<file path="config.mk">
export PLATFORM = sky130hd
export DESIGN_NAME = ppfd_ctrl
export DESIGN_NICKNAME = d
export VERILOG_FILES = /design/src/hw/rtl/ppfd_pkg.sv /design/src/hw/rtl/ppfd_ctrl.sv
export SDC_FILE = /design/constraint.sdc
export NUM_CORES = 1
export LEC_CHECK = 0
export ABC_AREA = 0
export BUFFER_PORTS_ARGS = -buffer_cell sky130_fd_sc_hd__buf_4
export CELL_PAD_IN_SITES_DETAIL_PLACEMENT = 1
export CELL_PAD_IN_SITES_GLOBAL_PLACEMENT = 1
export CORE_MARGIN = 2
export CORE_UTILIZATION = 25
export DETAILED_ROUTE_END_ITERATION = 10
export PLACE_DENSITY = 0.73
export SLEW_MARGIN = 20
export SYNTH_ARGS = -nofsm -noshare
export SYNTH_HDL_FRONTEND = slang
export SYNTH_SLANG_ARGS = --single-unit
</file>
<file path="constraint.sdc">
create_clock -name clk -period 1.6 [get_ports clk]
set_input_delay 0.48 -clock clk [delete_from_list [all_inputs] [get_ports clk]]
set_output_delay 0.48 -clock clk [all_outputs]
set_load 0.01 [all_outputs]
</file>
<file path="src/hw/rtl/ppfd_pkg.sv">
`default_nettype none
package ppfd_pkg;

	// Default parameter values
	localparam int unsigned PUMP_LEVELS_DEF  = 100;
	localparam int unsigned SEARCH_STEPS_DEF = 10;

	// Operation codes
	localparam logic [1:0] OP_PRESSURE = 2'd0;
	localparam logic [1:0] OP_FLOW     = 2'd1;
	localparam logic [1:0] OP_RAW      = 2'd2;

	// Register indexes
	localparam int unsigned CFG_IDX_W  = 3;
	localparam int unsigned CFG_DATA_W = 16;
	localparam logic [CFG_IDX_W-1:0] REG_MAX_CPS   = 3'd0;
	localparam logic [CFG_IDX_W-1:0] REG_FPC_0BAR  = 3'd1;
	localparam logic [CFG_IDX_W-1:0] REG_FPC_5BAR  = 3'd2;
	localparam logic [CFG_IDX_W-1:0] REG_FPC_8BAR  = 3'd3;
	localparam logic [CFG_IDX_W-1:0] REG_FPC_15BAR = 3'd4;
	localparam logic [CFG_IDX_W-1:0] REG_GROUPHEAD = 3'd5;

	// Register reset values
	localparam logic [6:0]  RST_MAX_CPS   = 7'd50;
	localparam logic [15:0] RST_FPC_0BAR  = 16'd17039;
	localparam logic [15:0] RST_FPC_5BAR  = 16'd9896;
	localparam logic [15:0] RST_FPC_8BAR  = 16'd7668;
	localparam logic [15:0] RST_FPC_15BAR = 16'd0;

	// Clicks per second, Q7.8, at most 127 * 256
	localparam int unsigned CPS_W = 15;
	localparam logic [17:0] HALF_CLICK = 18'd128;

	// Pressure breakpoints, Q8.8
	localparam logic [11:0] BAR5  = 12'd1280;
	localparam logic [11:0] BAR8  = 12'd2048;
	localparam logic [11:0] BAR15 = 12'd3840;

	// Grouphead drop polynomial, Q0.24 coefficients
	localparam logic [21:0] GH_LIN = 22'd2684355;
	localparam logic [14:0] GH_SQ  = 15'd21139;
	localparam logic [39:0] GH_OFS = {24'd11391730, 16'd0};

	// Reciprocals for the segment spans 256*3, 256*5, 256*7
	localparam int unsigned RECIP_SH = 22;
	localparam logic [20:0] RECIP_3 = 21'd1398102;
	localparam logic [20:0] RECIP_5 = 21'd838861;
	localparam logic [20:0] RECIP_7 = 21'd599187;

	// Fractions, Q0.16 scaled
	localparam int unsigned FRAC_W    = 24;
	localparam logic [23:0] FRAC_ONE  = 24'd65536;
	localparam logic [22:0] PUSH_BASE = 23'd16384;
	localparam logic [22:0] PUSH_MAX  = 23'd6553600;
	localparam logic [13:0] GAIN      = 14'd13107;
	localparam logic [21:0] FALL_MAX  = 22'd6554;

	// Fraction divider: dividend is cps << 8
	localparam int unsigned DIV_N = CPS_W + 8;
	localparam logic [4:0] DIV_CNT_INIT = 5'd23;

	typedef enum logic [1:0] {
		K_DIRECT,
		K_PCAP,
		K_PRESS,
		K_FLOW
	} kind_t;

	typedef enum logic [4:0] {
		S_IDLE,
		S_DECODE,
		S_MID,
		S_MUL1,
		S_MUL2,
		S_PP,
		S_LERP,
		S_RECIP,
		S_EST,
		S_CMP,
		S_FRAC,
		S_FSAVE,
		S_HMUL,
		S_COMB,
		S_LEVEL,
		S_OUTLD,
		S_OUT
	} state_t;

	typedef struct packed {
		logic load;
		logic init;
		logic init_meas;
		logic mid;
		logic mul1;
		logic mul2;
		logic pp;
		logic lerp;
		logic recip;
		logic est;
		logic step;
		logic div_init;
		logic div_step;
		logic cap_load;
		logic cap_one;
		logic hold_load;
		logic final_load;
		logic hmul;
		logic combine;
		logic level;
		logic out_load;
	} cmd_t;

	typedef struct packed {
		kind_t kind;
		logic  search_go;
		logic  hit;
		logic  div_done;
	} stat_t;

endpackage
`default_nettype wire

</file>
<file path="src/hw/rtl/ppfd_ctrl.sv">
`default_nettype none
module ppfd_ctrl (
	input  wire logic           clk,
	input  wire logic           arst_n,
	input  wire logic           in_valid,
	input  wire logic           out_stall,
	input  wire ppfd_pkg::stat_t stat,
	output ppfd_pkg::cmd_t      cmd,
	output logic                in_stall,
	output logic                out_valid
);

	ppfd_pkg::state_t state_q, state_d;
	logic second_q, second_d;

	// State register
	always_ff @(posedge clk or negedge arst_n) begin
		if (!arst_n) begin
			state_q  <= ppfd_pkg::S_IDLE;
			second_q <= 1'b0;
		end else begin
			state_q  <= state_d;
			second_q <= second_d;
		end
	end

	// Next state and commands
	always_comb begin
		state_d   = state_q;
		second_d  = second_q;
		cmd       = '0;
		in_stall  = 1'b1;
		out_valid = 1'b0;
		case (state_q)
			ppfd_pkg::S_IDLE: begin
				in_stall = 1'b0;
				if (in_valid) begin
					cmd.load = 1'b1;
					state_d  = ppfd_pkg::S_DECODE;
				end
			end
			ppfd_pkg::S_DECODE: begin
				case (stat.kind)
					ppfd_pkg::K_PCAP: begin
						cmd.init = 1'b1;
						second_d = 1'b0;
						state_d  = ppfd_pkg::S_MID;
					end
					ppfd_pkg::K_PRESS: begin
						cmd.cap_one   = 1'b1;
						cmd.init      = 1'b1;
						cmd.init_meas = 1'b1;
						second_d      = 1'b1;
						state_d       = ppfd_pkg::S_MID;
					end
					ppfd_pkg::K_FLOW: begin
						cmd.init = 1'b1;
						second_d = 1'b1;
						state_d  = ppfd_pkg::S_MID;
					end
					default: state_d = ppfd_pkg::S_OUTLD;
				endcase
			end
			// Next midpoint, or finish the search
			ppfd_pkg::S_MID: begin
				if (stat.search_go) begin
					cmd.mid = 1'b1;
					state_d = ppfd_pkg::S_MUL1;
				end else begin
					cmd.div_init = 1'b1;
					state_d      = ppfd_pkg::S_FRAC;
				end
			end
			ppfd_pkg::S_MUL1: begin
				cmd.mul1 = 1'b1;
				state_d  = ppfd_pkg::S_MUL2;
			end
			ppfd_pkg::S_MUL2: begin
				cmd.mul2 = 1'b1;
				state_d  = ppfd_pkg::S_PP;
			end
			ppfd_pkg::S_PP: begin
				cmd.pp  = 1'b1;
				state_d = ppfd_pkg::S_LERP;
			end
			ppfd_pkg::S_LERP: begin
				cmd.lerp = 1'b1;
				state_d  = ppfd_pkg::S_RECIP;
			end
			ppfd_pkg::S_RECIP: begin
				cmd.recip = 1'b1;
				state_d   = ppfd_pkg::S_EST;
			end
			ppfd_pkg::S_EST: begin
				cmd.est = 1'b1;
				state_d = ppfd_pkg::S_CMP;
			end
			ppfd_pkg::S_CMP: begin
				if (stat.hit) begin
					cmd.div_init = 1'b1;
					state_d      = ppfd_pkg::S_FRAC;
				end else begin
					cmd.step = 1'b1;
					state_d  = ppfd_pkg::S_MID;
				end
			end
			ppfd_pkg::S_FRAC: begin
				if (stat.div_done) state_d = ppfd_pkg::S_FSAVE;
				else cmd.div_step = 1'b1;
			end
			// Store the fraction and pick the next phase
			ppfd_pkg::S_FSAVE: begin
				if (!second_q) begin
					cmd.cap_load  = 1'b1;
					cmd.init      = 1'b1;
					cmd.init_meas = 1'b1;
					second_d      = 1'b1;
					state_d       = ppfd_pkg::S_MID;
				end else if (stat.kind == ppfd_pkg::K_FLOW) begin
					cmd.final_load = 1'b1;
					state_d        = ppfd_pkg::S_LEVEL;
				end else begin
					cmd.hold_load = 1'b1;
					state_d       = ppfd_pkg::S_HMUL;
				end
			end
			ppfd_pkg::S_HMUL: begin
				cmd.hmul = 1'b1;
				state_d  = ppfd_pkg::S_COMB;
			end
			ppfd_pkg::S_COMB: begin
				cmd.combine = 1'b1;
				state_d     = ppfd_pkg::S_LEVEL;
			end
			ppfd_pkg::S_LEVEL: begin
				cmd.level = 1'b1;
				state_d   = ppfd_pkg::S_OUTLD;
			end
			ppfd_pkg::S_OUTLD: begin
				cmd.out_load = 1'b1;
				state_d      = ppfd_pkg::S_OUT;
			end
			ppfd_pkg::S_OUT: begin
				out_valid = 1'b1;
				if (!out_stall) state_d = ppfd_pkg::S_IDLE;
			end
			default: state_d = ppfd_pkg::S_IDLE;
		endcase
	end

endmodule
`default_nettype wire

</file>
==> reports/metrics.yaml, run 1 <==
cts:
  numCtsBuffers: 3
  hold_buffers: 0
  cts_tree: "done"
  clk_latency_ps: 240
  cts_root_buf: "clkbuf_4"
  clock_path_buffers: 2
  path_clk_slew_ps: 40
  clock_sinks: 6
  htreeDepth: 1
global_routing:
  grt_pass1_wl_mm: 4.443
  first_global_vias: 951
  track_usage: 0.2221
  grt-ovfl-total: 0
  antenna_found_initial: 0
  grt_max_degree: 15
route:
  route.detailed.drc: 0
  first_iter_violations: 6
  drt_pre_antenna_iters: 4
  routedWlPerCell_um: 17.17
  viasPerCell: 5.199
  vias: 915
  ant_nets: 0
  drt-total-wl_mm: 3.022
floorplanning:
  rows: 17
  die_h_um: 52.35
  dieArea_sq_mm: 0.002740
  initial_core_util: 0.2641
  die_w_um: 52.35
  io_pins: 32
  coreArea_sq_mm: 0.002212
place:
  place_area_sq_mm: 0.001044
  gp_congestion: 0.8458
  hpwl_mm: 1.995
  dp_slack_ps: -237.7
  port_buffers: 31
worst_hold_path:
  hold_path_class: "in2async"
timing:
  slew_headroom: 0.8241
  hold_viol_final: 0
  setup_viol: 25
  hold_ws_ps: 37.70
  skew_ps: 1.835
  period_share: 1.304
  period_minus_slack_ps: 2086
  tightest_slew_ps: 263.8
  rsz0062_at_grt: "yes"
  max_clock_freq_mhz: 479.4
  setup_ws_ps: -486.1
  final_max_slew_viol_count: 0
yosys:
  synth_area_per_cell_sq_um: 6.794
  syn_inst: 86
  ys_seq_elements: 6
  synth_area_sq_um: 584.3
  synth_nets: 95
  netlist-cell-type-count: 32
  synth_seq_area_share: 0.2570
  yosysWarnings: 0
worst_setup_path:
  critPathMaxFanout: 5
  crit_type: "reg2out"
  cp_top_family: "simple AND/OR/NAND/NOR gates"
  reg2reg_depth: 5
  rr_endpoint: "second_q$_DFFE_PN0P_"
  crit_arrival_ps: 1610
  r2r_slack_ps: -100
  startpoint_type: "register"
  required_ps: 1120
  path_cells: "or3b_4 -> nor3_4 -> nand2_2 -> o21ai_2 -> buf_4"
  critPathMaxStageDelay_ps: 440
  critPathSlowestCell: "or3b_4"
  path_buf_inv: 1
  worstSetupEndpointType: "output pin"
  r2r_start: "state_q[2]$_DFFE_PN0P_"
final_layout:
  multi_input_area_sq_um: 581.8
  diodes: 0
  syn_to_final_growth_pct: 133.8
  final_nets: 159
  seq_area_sq_um: 152.6
  design_area_sq_mm: 0.001366
  final_cell_mix: "47 x buf_4, 17 x buf_6, 8 x nand2_1"
  fillers: 266
  layout_commonest_cell: "buf_4"
  drive_gt1_frac: 0.6757
pwr:
  ir_worst_vdd_uv: 1324
  p_total_uw: 2600
  powerDensity_mw_per_mm2: 1903
  leakage_uw: 0.0006171
status:
  violations: "setup timing"
  status: "finished, violations left"
flow_run:
  cap_violations: 0
-- synthesized netlist by cell type (all sizes together) --
master | number | area, sq um
nand2 | 12 | 45.04
nor2 | 12 | 45.04
nor3 | 8 | 45.04
a21oi | 6 | 30.03
dfrtp | 6 | 150.1
and3 | 4 | 25.02
nand2b | 4 | 25.02
o21ai | 4 | 20.02
buf | 3 | 15.01
clkbuf | 3 | 12.51
inv | 2 | 7.510
nand3 | 2 | 10.01
nor2b | 2 | 12.51
nor4 | 2 | 12.51
a211oi | 1 | 7.510
a221o | 1 | 10.01
a311o | 1 | 10.01
a31oi | 1 | 6.260
nand3b | 1 | 7.510
nor3b | 1 | 7.510
o211ai | 1 | 7.510
o22ai | 1 | 6.260
o2bb2ai | 1 | 8.760
o32a | 1 | 10.01
or2 | 1 | 6.260
or2b | 1 | 7.510
or3 | 1 | 6.260
or3b | 1 | 11.26
or4 | 1 | 7.510
xor2 | 1 | 8.760
-- kinds of logic after synthesis --
| family | count (synthesis) | synth area share |
|---|---|---|
| AO/OA/AOI/OAI | 18 | 0.1992 |
| XOR/XNOR | 1 | 0.01499 |
| buffers and inverters | 8 | 0.05995 |
| flip-flops | 6 | 0.2570 |
| AND/OR/NAND/NOR | 53 | 0.4689 |
-- worst register-to-register path: stages (launching register included) --
cell and delay (ps):
dfrtp_1 420, or3b_4 440, nor3_4 180, buf_4 160, nand2_1 50, a221o_1 330
-- sequential cells by signal (all words and copies together), names as in the netlist --
| signal | flops |
|---|---|
| state_q | 5 |
| second_q | 1 |
-- metrics by stage --
stage	utilization	cells	TNS (ps)
finish	0.6176	176	-7748
global route	0.6176	176	-9481
CTS	0.5554	173	-7372
detailed placement	0.4717	163	-2386
global placement	0.4717	163	-1687
floorplan	-	86	-820.3
-- layout make-up --
class,count,share of cell area
well taps,28,0.02564
repair buffers,65,0.4130
clock buffers,3,0.01648
flip-flops and latches,6,0.1117
inverters,2,0.007326
multi-input cells,72,0.4258
-- per-layer routing --
metal | global-route usage | part of all wire | vias up
met3 | 0.01714 | 0.031 | 8
met2 | 0.4000 | 0.53 | 24
li1 | - | - | 432
met1 | 0.2619 | 0.42 | 451
met5 | 0 | 0 | -
met4 | 0.1068 | 0.026 | 0
-- report_power, final --
group	switching [uW]	leakage [uW]	internal [uW]
Combinational	1060	0.000532	1070
Sequential	110	0.0000715	228
Clock	48.3	0.0000138	84.4
Total	1210	0.000617	1390
-- worst max path at each step --
stage                                      start       to  slack [ps]  cells past startpoint
after floorplan           state_q[4]$_DFFE_PN0P_  cmd[18]        -140                      4
after global placement    state_q[4]$_DFFE_PN0P_  cmd[17]        -160                      5
after detailed placement  state_q[4]$_DFFE_PN0P_   cmd[4]        -240                      5
after CTS                 state_q[4]$_DFFE_PN0P_  cmd[18]        -490                      5
after global routing      state_q[2]$_DFFE_PN0P_  cmd[18]        -570                      5
final                     state_q[2]$_DFFE_PN0P_  cmd[18]        -490                      5
-- what timing repair did --
item | CTS | global route
pin swaps | 6 | 6
endpoints found under the setup margin | 25 | 26
gates cloned | 0 | 0
setup buffers | 8 | 3
gates resized for setup | 29 | 22
(Power assumes the default switching activity.)
==> run 2: changes to the inputs <==
- CORE_ASPECT_RATIO: default -> 1.2
- REMOVE_ABC_BUFFERS: default -> 1
==> reports/metrics.yaml, run 2 (same netlist as run 1, synthesis figures left out) <==
cts:
  path_clk_slew_ps: 60  # was 40 ps
  hold_buffers: 0  # unchanged
  htreeDepth: 1  # unchanged
  numCtsBuffers: 3  # unchanged
  clock_sinks: 6  # unchanged
  cts_root_buf: "clkbuf_4"  # unchanged
  clock_path_buffers: 2  # unchanged
  cts_tree: "done"  # unchanged
  clk_latency_ps: 270  # was 240 ps
global_routing:
  first_global_vias: 966  # was 951
  track_usage: 0.2544  # was 0.2221
  antenna_found_initial: 0  # unchanged
  grt_pass1_wl_mm: 5.009  # was 4.443 mm
  grt-ovfl-total: 0  # unchanged
  grt_max_degree: 11  # was 15
final_layout:
  top_regs: "state_q x5, second_q x1"  # unchanged
  final_nets: 165  # was 159
  drive_gt1_frac: 0.7013  # was 0.6757
  syn_to_final_growth_pct: 155.2  # was 133.8%
  multi_input_area_sq_um: 618.1  # was 581.8 sq um
  top_register: "state_q"  # unchanged
  diodes: 0  # unchanged
  fillers: 250  # was 266
  largest_register_ffs: 5  # unchanged
  finalNonFillerCells: 185  # was 176
  final_cell_mix: "43 x buf_4, 25 x buf_6, 9 x nand2_1"  # was 47 x buf_4, 17 x buf_6, 8 x nand2_1
  seq_area_sq_um: 152.6  # unchanged
  layout_commonest_cell: "buf_4"  # unchanged
pwr:
  p_int_uw: 1577  # was 1387 uW
  powerDensity_mw_per_mm2: 2064  # was 1903 mW/mm^2
  p_sw_uw: 1501  # was 1213 uW
  clockPowerShare: 0.056  # was 0.051
  ir_worst_vdd_uv: 1347  # was 1324 uV
  p_total_uw: 3078  # was 2600 uW
  netSwitchingFraction: 0.4876  # was 0.4666
  leakage_uw: 0.0006838  # was 0.0006171 uW
  seq_power_share: 0.111  # was 0.130
  combinationalPowerShare: 0.833  # was 0.819
worst_setup_path:
  reg2reg_depth: 7  # was 5
  startpoint_type: "register"  # unchanged
  worstSetupEndpointType: "output pin"  # unchanged
  crit_type: "reg2out"  # unchanged
  crit_arrival_ps: 1710  # was 1610 ps
  r2r_slack_ps: -190  # was -100 ps
  rr_endpoint: "state_q[0]$_DFFE_PN0P_"  # was second_q$_DFFE_PN0P_
  critPathMaxFanout: 3  # was 5
  required_ps: 1120  # about the same
  r2r_start: "state_q[2]$_DFFE_PN0P_"  # unchanged
route:
  drt-total-wl_mm: 4.371  # was 3.022 mm
  vias: 1053  # was 915
  first_iter_violations: 28  # was 6
  route.detailed.drc: 0  # unchanged
  routedWlPerCell_um: 23.63  # was 17.17 um
  viasPerCell: 5.692  # was 5.199
  ant_nets: 0  # unchanged
  drt_pre_antenna_iters: 4  # unchanged
floorplanning:
  coreArea_sq_mm: 0.002258  # was 0.002212 sq mm
  die_w_um: 48.13  # was 52.35 um
  die_h_um: 56.96  # was 52.35 um
  io_pins: 32  # unchanged
  dieArea_sq_mm: 0.002741  # was 0.002740 sq mm
  rows: 19  # was 17
  initial_core_util: 0.2587  # was 0.2641
timing:
  hold_viol_final: 0  # unchanged
  hold_ws_ps: 1.075  # was 37.70 ps
  rsz0062_at_grt: "yes"  # unchanged
  tightest_slew_ps: 368.3  # was 263.8 ps
  slew_headroom: 0.7519  # was 0.8241
  setup_ws_ps: -590.2  # was -486.1 ps
  setup_viol: 26  # was 25
  final_max_slew_viol_count: 0  # unchanged
  fin_tns_setup_ps: -10670  # was -7748 ps
  skew_ps: 7.886  # was 1.835 ps
  max_clock_freq_mhz: 456.6  # was 479.4 MHz
  period_minus_slack_ps: 2190  # was 2086 ps
  period_share: 1.369  # was 1.304
status:
  violations: "setup timing"  # unchanged
  status: "finished, violations left"  # unchanged
place:
  port_buffers: 31  # unchanged
  place_inst: 165  # was 163
  hpwl_mm: 1.943  # was 1.995 mm
  gp_congestion: 0.8090  # was 0.8458
flow_run:
  cap_violations: 0  # unchanged
worst_hold_path:
  hold_path_class: "in2async"  # unchanged
[run 2: power by group through the flow]
stage               registers (uW)  logic, uW  clock network [uW]
floorplan                      389        542                   0
global placement               304       1310                   0
detailed placement             309       1350                   0
CTS                            347       1880                 147
global route                   348       2650                 178
finish                         341       2560                 174
[run 2: repair_timing]
item,in CTS,in global routing
pin swaps,6,7
resized for setup,49,32
setup endpoints to repair,26,26
buffers inserted,7,10
cloned,0,0
[run 2: metrics by stage]
step | setup WS, ps | utilization | instance area, sq um
final | -590.2 | 0.6604 | 1491
after global routing | -638.0 | 0.6604 | 1491
after CTS | -493.5 | 0.5651 | 1276
after detailed placement | -300.4 | 0.4432 | 1001
after global placement | -224.6 | 0.4432 | 1001
after floorplan | -521.3 | - | 556.8
[run 2: critical path, stage by stage (launching register included)]
cell,delay [ps]
dfrtp_1,410
or3b_4,450
nor3_4,190
nand2_2,90
nor2_1,150
buf_4,150
[run 2: worst max path at each step]
stage | slack [ps] | end | cells past startpoint | from
floorplan | -520 | cmd[18] | 4 | state_q[0]$_DFFE_PN0P_
global placement | -220 | cmd[18] | 5 | state_q[4]$_DFFE_PN0P_
detailed placement | -300 | cmd[18] | 5 | state_q[4]$_DFFE_PN0P_
CTS | -490 | cmd[18] | 5 | state_q[4]$_DFFE_PN0P_
global route | -640 | cmd[6] | 5 | state_q[4]$_DFFE_PN0P_
finish | -590 | cmd[6] | 5 | state_q[4]$_DFFE_PN0P_
[run 2: area by class of cell]
type                       instances  share of cell area
tap                               31             0.02601
inverter                           2            0.006711
multi-input combinational         72              0.4144
clock buffer                       3             0.01510
timing repair buffer              71              0.4354
sequential                         6              0.1023
[run 2: metal layers]
| metal | global-route usage | share of wire | vias to the layer above |
|---|---|---|---|
| li1 | - | - | 445 |
| met1 | 0.3518 | 0.38 | 537 |
| met3 | 0.02215 | 0.059 | 12 |
| met2 | 0.4248 | 0.52 | 59 |
| met5 | 0 | 0 | - |
| met4 | 0.04633 | 0.033 | 0 |
